$ cat src/rtl/core/tcw_pkg.sv
`timescale 1ns / 1ps
// shared types, codes and the microcode rom of the text console writer
// no dependencies; imported by tcw_useq and text_console_writer

package tcw_pkg;

   // transaction widths on the stream ports
   localparam int REQ_W = 24;
   localparam int RSP_W = 32;

   // character and attribute constants
   localparam logic [7:0] CHAR_NEWLINE = 8'h0a;
   localparam logic [7:0] CHAR_SPACE   = 8'h20;
   localparam logic [7:0] CHAR_NUL     = 8'h00;
   localparam logic [7:0] ATTR_DARK    = 8'h0f;
   localparam logic [7:0] ATTR_LIGHT   = 8'hf0;

   // request action codes
   typedef enum logic [2:0] {
      ACT_WRITE = 3'd0,
      ACT_BACK  = 3'd1,
      ACT_CLEAR = 3'd2,
      ACT_THEME = 3'd3,
      ACT_READ  = 3'd4
   } action_type;

   // microprogram addresses
   typedef enum logic [4:0] {
      U_IDLE, U_EMIT,
      U_WR0, U_WR1,
      U_SC0, U_SC1, U_SC2, U_SC3,
      U_BS0, U_BS1, U_BS2,
      U_CLR0, U_CLR1,
      U_TG0, U_TG1,
      U_RD0, U_RD1,
      U_INIT
   } upc_type;

   // cell address register operations
   typedef enum logic [1:0] {
      ADDR_HOLD, ADDR_POS, ADDR_ZERO, ADDR_INC
   } addr_op_type;

   // character write data select
   typedef enum logic [1:0] {
      CH_REQ, CH_ZERO, CH_SPACE, CH_COPY
   } char_sel_type;

   // attribute write data select
   typedef enum logic {
      AT_THEME, AT_COPY
   } attr_sel_type;

   // cursor register operations
   typedef enum logic [1:0] {
      CUR_HOLD, CUR_PUT, CUR_BACK, CUR_HOME
   } cur_op_type;

   // sequencer branch conditions
   typedef enum logic [2:0] {
      C_GOTO,       // always to target
      C_WAIT_REQ,   // hold until a request, then dispatch on its action
      C_SCROLL,     // target when a scroll is due, else exit
      C_LOOP_BODY,  // target until the last cell above the bottom row, then exit
      C_LOOP_ALL,   // target until the last cell, then exit
      C_EMIT        // load the response when the slot is free, then target
   } cond_type;

   // one control word
   typedef struct packed {
      addr_op_type  addr_op;
      logic         rd_shift;   // read one row below the cell address
      logic         char_we;
      char_sel_type char_sel;
      logic         attr_we;
      attr_sel_type attr_sel;
      logic         nl_gate;    // suppress writes for a newline
      cur_op_type   cur_op;
      logic         theme_flip;
      cond_type     cond;
      upc_type      target;
      upc_type      exit;
   } ctrl_word_type;

   // status from the datapath to the sequencer
   typedef struct packed {
      logic       req_valid;
      logic [2:0] action;
      logic       need_scroll;
      logic       last_all;
      logic       last_body;
      logic       out_free;
   } seq_status_type;

   localparam ctrl_word_type UCW_NOP = '{
      addr_op:    ADDR_HOLD,
      rd_shift:   1'b0,
      char_we:    1'b0,
      char_sel:   CH_REQ,
      attr_we:    1'b0,
      attr_sel:   AT_THEME,
      nl_gate:    1'b0,
      cur_op:     CUR_HOLD,
      theme_flip: 1'b0,
      cond:       C_GOTO,
      target:     U_IDLE,
      exit:       U_IDLE
   };

   // microcode rom
   function automatic ctrl_word_type ucode_word(upc_type addr);
      ctrl_word_type w;
      w = UCW_NOP;
      unique case (addr)
         U_IDLE: begin
            w.cond = C_WAIT_REQ;
         end
         U_EMIT: begin
            w.cond   = C_EMIT;
            w.target = U_IDLE;
         end
         // write a character or a newline
         U_WR0: begin
            w.addr_op = ADDR_POS;
            w.target  = U_WR1;
         end
         U_WR1: begin
            w.char_we  = 1'b1;
            w.char_sel = CH_REQ;
            w.attr_we  = 1'b1;
            w.attr_sel = AT_THEME;
            w.nl_gate  = 1'b1;
            w.cur_op   = CUR_PUT;
            w.cond     = C_SCROLL;
            w.target   = U_SC0;
            w.exit     = U_EMIT;
         end
         // scroll: copy each row up, then blank the bottom row characters
         U_SC0: begin
            w.addr_op = ADDR_ZERO;
            w.target  = U_SC1;
         end
         U_SC1: begin
            w.rd_shift = 1'b1;
            w.target   = U_SC2;
         end
         U_SC2: begin
            w.char_we  = 1'b1;
            w.char_sel = CH_COPY;
            w.attr_we  = 1'b1;
            w.attr_sel = AT_COPY;
            w.addr_op  = ADDR_INC;
            w.cond     = C_LOOP_BODY;
            w.target   = U_SC1;
            w.exit     = U_SC3;
         end
         U_SC3: begin
            w.char_we  = 1'b1;
            w.char_sel = CH_ZERO;
            w.addr_op  = ADDR_INC;
            w.cond     = C_LOOP_ALL;
            w.target   = U_SC3;
            w.exit     = U_EMIT;
         end
         // backspace
         U_BS0: begin
            w.cur_op = CUR_BACK;
            w.target = U_BS1;
         end
         U_BS1: begin
            w.addr_op = ADDR_POS;
            w.target  = U_BS2;
         end
         U_BS2: begin
            w.char_we  = 1'b1;
            w.char_sel = CH_ZERO;
            w.attr_we  = 1'b1;
            w.attr_sel = AT_THEME;
            w.target   = U_EMIT;
         end
         // clear screen
         U_CLR0: begin
            w.addr_op = ADDR_ZERO;
            w.cur_op  = CUR_HOME;
            w.target  = U_CLR1;
         end
         U_CLR1: begin
            w.char_we  = 1'b1;
            w.char_sel = CH_SPACE;
            w.attr_we  = 1'b1;
            w.attr_sel = AT_THEME;
            w.addr_op  = ADDR_INC;
            w.cond     = C_LOOP_ALL;
            w.target   = U_CLR1;
            w.exit     = U_EMIT;
         end
         // theme toggle and attribute rewrite
         U_TG0: begin
            w.theme_flip = 1'b1;
            w.addr_op    = ADDR_ZERO;
            w.target     = U_TG1;
         end
         U_TG1: begin
            w.attr_we  = 1'b1;
            w.attr_sel = AT_THEME;
            w.addr_op  = ADDR_INC;
            w.cond     = C_LOOP_ALL;
            w.target   = U_TG1;
            w.exit     = U_EMIT;
         end
         // cell read: address, then a wait step for the registered read
         U_RD0: begin
            w.addr_op = ADDR_POS;
            w.target  = U_RD1;
         end
         U_RD1: begin
            w.target = U_EMIT;
         end
         // clearing pass after reset
         U_INIT: begin
            w.char_we  = 1'b1;
            w.char_sel = CH_SPACE;
            w.attr_we  = 1'b1;
            w.attr_sel = AT_THEME;
            w.addr_op  = ADDR_INC;
            w.cond     = C_LOOP_ALL;
            w.target   = U_INIT;
            w.exit     = U_IDLE;
         end
         default: begin
            w.target = U_IDLE;
         end
      endcase
      return w;
   endfunction

endpackage

$ cat src/rtl/core/tcw_useq.sv
`timescale 1ns / 1ps
// microcode sequencer: program counter, control rom and branch logic
// depends on tcw_pkg

module tcw_useq (
   input  logic                   clock,
   input  logic                   reset,
   input  tcw_pkg::seq_status_type status,
   output tcw_pkg::ctrl_word_type  ucw,
   output logic                   req_ready,
   output logic                   rsp_load
);

   import tcw_pkg::*;

   upc_type pc_ff;
   upc_type pc_in;

   // control word of the current step
   assign ucw = ucode_word(pc_ff);

   // program counter; reset starts the clearing pass
   always_ff @(posedge clock) begin
      if (reset) begin
         pc_ff <= U_INIT;
      end else begin
         pc_ff <= pc_in;
      end
   end

   // branch resolution
   always_comb begin
      pc_in     = pc_ff;
      req_ready = 1'b0;
      rsp_load  = 1'b0;
      unique case (ucw.cond)
         C_GOTO: begin
            pc_in = ucw.target;
         end
         C_WAIT_REQ: begin
            req_ready = 1'b1;
            if (status.req_valid) begin
               case (status.action)
                  ACT_WRITE: pc_in = U_WR0;
                  ACT_BACK:  pc_in = U_BS0;
                  ACT_CLEAR: pc_in = U_CLR0;
                  ACT_THEME: pc_in = U_TG0;
                  ACT_READ:  pc_in = U_RD0;
                  default:   pc_in = U_EMIT;
               endcase
            end
         end
         C_SCROLL: begin
            pc_in = status.need_scroll ? ucw.target : ucw.exit;
         end
         C_LOOP_BODY: begin
            pc_in = status.last_body ? ucw.exit : ucw.target;
         end
         C_LOOP_ALL: begin
            pc_in = status.last_all ? ucw.exit : ucw.target;
         end
         C_EMIT: begin
            if (status.out_free) begin
               rsp_load = 1'b1;
               pc_in    = ucw.target;
            end
         end
         default: begin
            pc_in = U_IDLE;
         end
      endcase
   end

endmodule

$ cat config.mk
export PLATFORM = sky130hd
export DESIGN_NAME = tcw_useq
export DESIGN_NICKNAME = d
export VERILOG_FILES = /design/src/rtl/core/tcw_pkg.sv /design/src/rtl/core/tcw_useq.sv
export SDC_FILE = /design/constraint.sdc
export NUM_CORES = 1
export LEC_CHECK = 0
export BUFFER_PORTS_ARGS = -buffer_cell sky130_fd_sc_hd__clkbuf_2
export CAP_MARGIN = 20
export CORE_ASPECT_RATIO = 1.2
export CORE_UTILIZATION = 30
export DETAILED_ROUTE_END_ITERATION = 16
export GPL_TIMING_DRIVEN = 0
export HOLD_SLACK_MARGIN = 0.12
export PLACE_DENSITY = 0.67
export SLEW_MARGIN = 20
export SYNTH_ARGS = -nofsm -noshare
export SYNTH_HDL_FRONTEND = slang
export SYNTH_SLANG_ARGS = --single-unit
export TNS_END_PERCENT = 1
$ cat constraint.sdc
create_clock -name clock -period 1.4 [get_ports clock]
set_input_delay 0 -clock clock [delete_from_list [all_inputs] [get_ports clock]]
set_output_delay 0 -clock clock [all_outputs]
set_load 0.01 [all_outputs]
==> out/qor.yml <==
drt:
  vias_per_cell: 5.69
  drt_first_pass_iters: 4
  drt_iter0_drc: 68
  vias: 1344
  wl_per_cell_microns: 14.8
  drt-total-wl_mm: 3.49
  antenna_left: 0
  drc: 0
worst_hold_path:
  hold_path.class: "in2reg"
logic_synthesis:
  synth-edff-count: 0
  syn-cell-area_sq_um: 951
  yosysTopAreaCellShare: 0.105
  synth.area.top_cells: "dfxtp_1 (11%), a21oi_1 (9.5%), nand2_1 (7.1%), nor2_1 (5.9%), nand2b_1 (5.3%)"
  async_flop_share: 0
  synthTopCellsByCount: "a21oi_1 (18), nand2_1 (18), nor2_1 (15)"
  synth_area_leader_cell: "dfxtp_1"
  yosysSeqAreaShare: 0.105
  syn_avg_cell_area_sq_um: 6.10
  synth_ff_type: "dfxtp_1"
  synthCells: 156
  synth_cell_types: 48
  yosysWarnings: 0
  ys_seq_elements: 5
worst_setup_path:
  critPathMaxFanout: 5
  crit_type: "reg2reg"
  cp.required_ps: 1560
  path_cells: "or4b_4 > a21oi_2 > a21oi_1 > o221a_1 > o21ai_1"
  r2r_slack_ps: -160
  endpoint_kind: "register"
  crit_path_top_delay_cell: "or4b_4"
  cpPeakStageDelay_ps: 540
  crit_buf_inv: 0
  cp-start-kind: "register"
  cp.arrival_ps: 1730
  cp_top_family: "compound AO/OA/AOI/OAI gates"
cts:
  clk_pin_slew_ps: 40
  clock-root-buffer: "clkbuf_4"
  worstSkewPairLatency_ps: 230
  cts.htree.levels: 1
  cts_tree: "done"
  cts_buffers: 3
  max-clock-path-buffers: 2
  cts_sinks: 5
final_layout:
  synthToLayoutAreaGrowth_pct: 55.7
  final_layout_size_suffix_gt1_frac: 0.445
  top_register: "pc_ff"
  nNetsFinal: 211
  largest_reg_flops: 5
  top_regs: "pc_ff x5"
  nFillCells: 323
  finish.utilization: 0.489
  antennaDiodeCount: 0
sta:
  setup_slack_ps: -164
  clock-skew-final_ps: 0.551
  post-route-period-util: 1.12
  rsz0062_at_grt: "true"
  tns_ps: -1370
  hold_violations: 0
  finalSetupViolations: 19
  fin_crit_ps: 1560
  max_freq_mhz: 639
  finalMaxSlewViolations: 0
floorplanning:
  ios: 37
  fp.coreArea_sq_mm: 0.00303
  die-area_sq_mm: 0.00340
  start_util: 0.314
  die_h_microns: 63.7
  die_w_microns: 53.4
  rows: 22
outcome:
  violations: "setup timing"
  status: "finished with violations"
power:
  comb_power_share: 0.755
  switchingPower_mw: 0.665
  power.density_mw_per_mm2: 940
  leakagePower_nw: 0.600
  power.clock.fraction: 0.115
  finalPower_mw: 1.39
  irDropWorstVdd_mv: 0.721
  seq_power_share: 0.129
  power_switching_share: 0.478
  p_int_mw: 0.726
grt:
  grt_pass1_vias: 1176
  grtUsageTotal: 0.204
  overflow: 0
  grt_max_degree: 11
  grt_pass1_wl_mm: 5.37
  antenna_found_initial: 0
place:
  hpwl_mm: 2.34
  portBuffers: 33
  place_congestion: 0.908
job:
  drv_cap: 0
==> cell usage in the layout (no fill, tap or decap), types with 4 or more instances in the layout <==
cell      count
clkbuf_2     26
nand2_1      16
a21oi_1      16
buf_4        10
nor2_1        9
o21ai_1       9
buf_2         6
nand2b_1      6
buf_6         5
o21ai_0       5
nor2_4        4
o22ai_1       4
==> final cells by class <==
class,instances,area [sq um],share of cell area
Buffer,15,170,0.115
Tap cell,36,45.0,0.0304
Inverter,8,32.5,0.0220
Sequential cell,5,109,0.0735
Clock buffer,4,26.3,0.0178
Timing Repair Buffer,41,243,0.164
Multi-Input combinational cell,127,855,0.577
==> layer usage <==
layer,GRT usage,wire (microns),vias up
met3,0.0338,250,5
met1,0.281,1470,626
met4,0.0658,20,0
met5,0,0,-
met2,0.314,1740,64
li1,-,-,649
==> timing repair <==
action	CTS	global route
endpoints found under the setup margin	30	28
gates resized for setup	46	25
hold buffers	2	0
setup buffers	3	3
pin swaps	8	9
endpoints found under the hold margin	3	0
==> metrics by stage <==
step	setup slack (ps)	cells	area [sq um]	hold WS, ps
5_1_grt	-212	236	1480	177
3_5_place_dp	-291	226	1180	214
2_1_floorplan	-87.1	157	971	107
4_1_cts	-199	233	1390	129
3_3_place_gp	-277	226	1180	219
6_report	-164	236	1480	171
==> power by group through the flow <==
stage / sequential (mW) / clock, mW / combinational, mW
2_1_floorplan: 0.174 / 0 / 0.573
3_5_place_dp: 0.178 / 0 / 0.815
4_1_cts: 0.179 / 0.170 / 0.951
3_3_place_gp: 0.178 / 0 / 0.812
6_report: 0.180 / 0.160 / 1.05
5_1_grt: 0.181 / 0.186 / 1.14
==> path summary, 6_finish.rpt <==
check,from,to,cells past startpoint
setup / recovery,pc_ff[2],pc_ff[0],5
hold / removal,status[3],pc_ff[2],3
setup reg to reg,pc_ff[2],pc_ff[0],5
hold reg to reg,pc_ff[1],pc_ff[4],4
==> worst register-to-register path: stages, from the launching register on <==
cell and delay (ps):
dfxtp_2 340, or4b_4 540, a21oi_2 140, a21oi_1 60, o221a_1 270, o21ai_1 140
==> cells by family after synthesis <==
group	share of synthesized area
AOI/OAI and AO/OA	0.395
other	0.00394
and+or+nand+nor	0.333
DFF	0.105
xor gates and xnor gates	0.00921
buffers and inverters	0.132
muxes	0.0224
No activity file was read; power rests on OpenSTA's default activity.
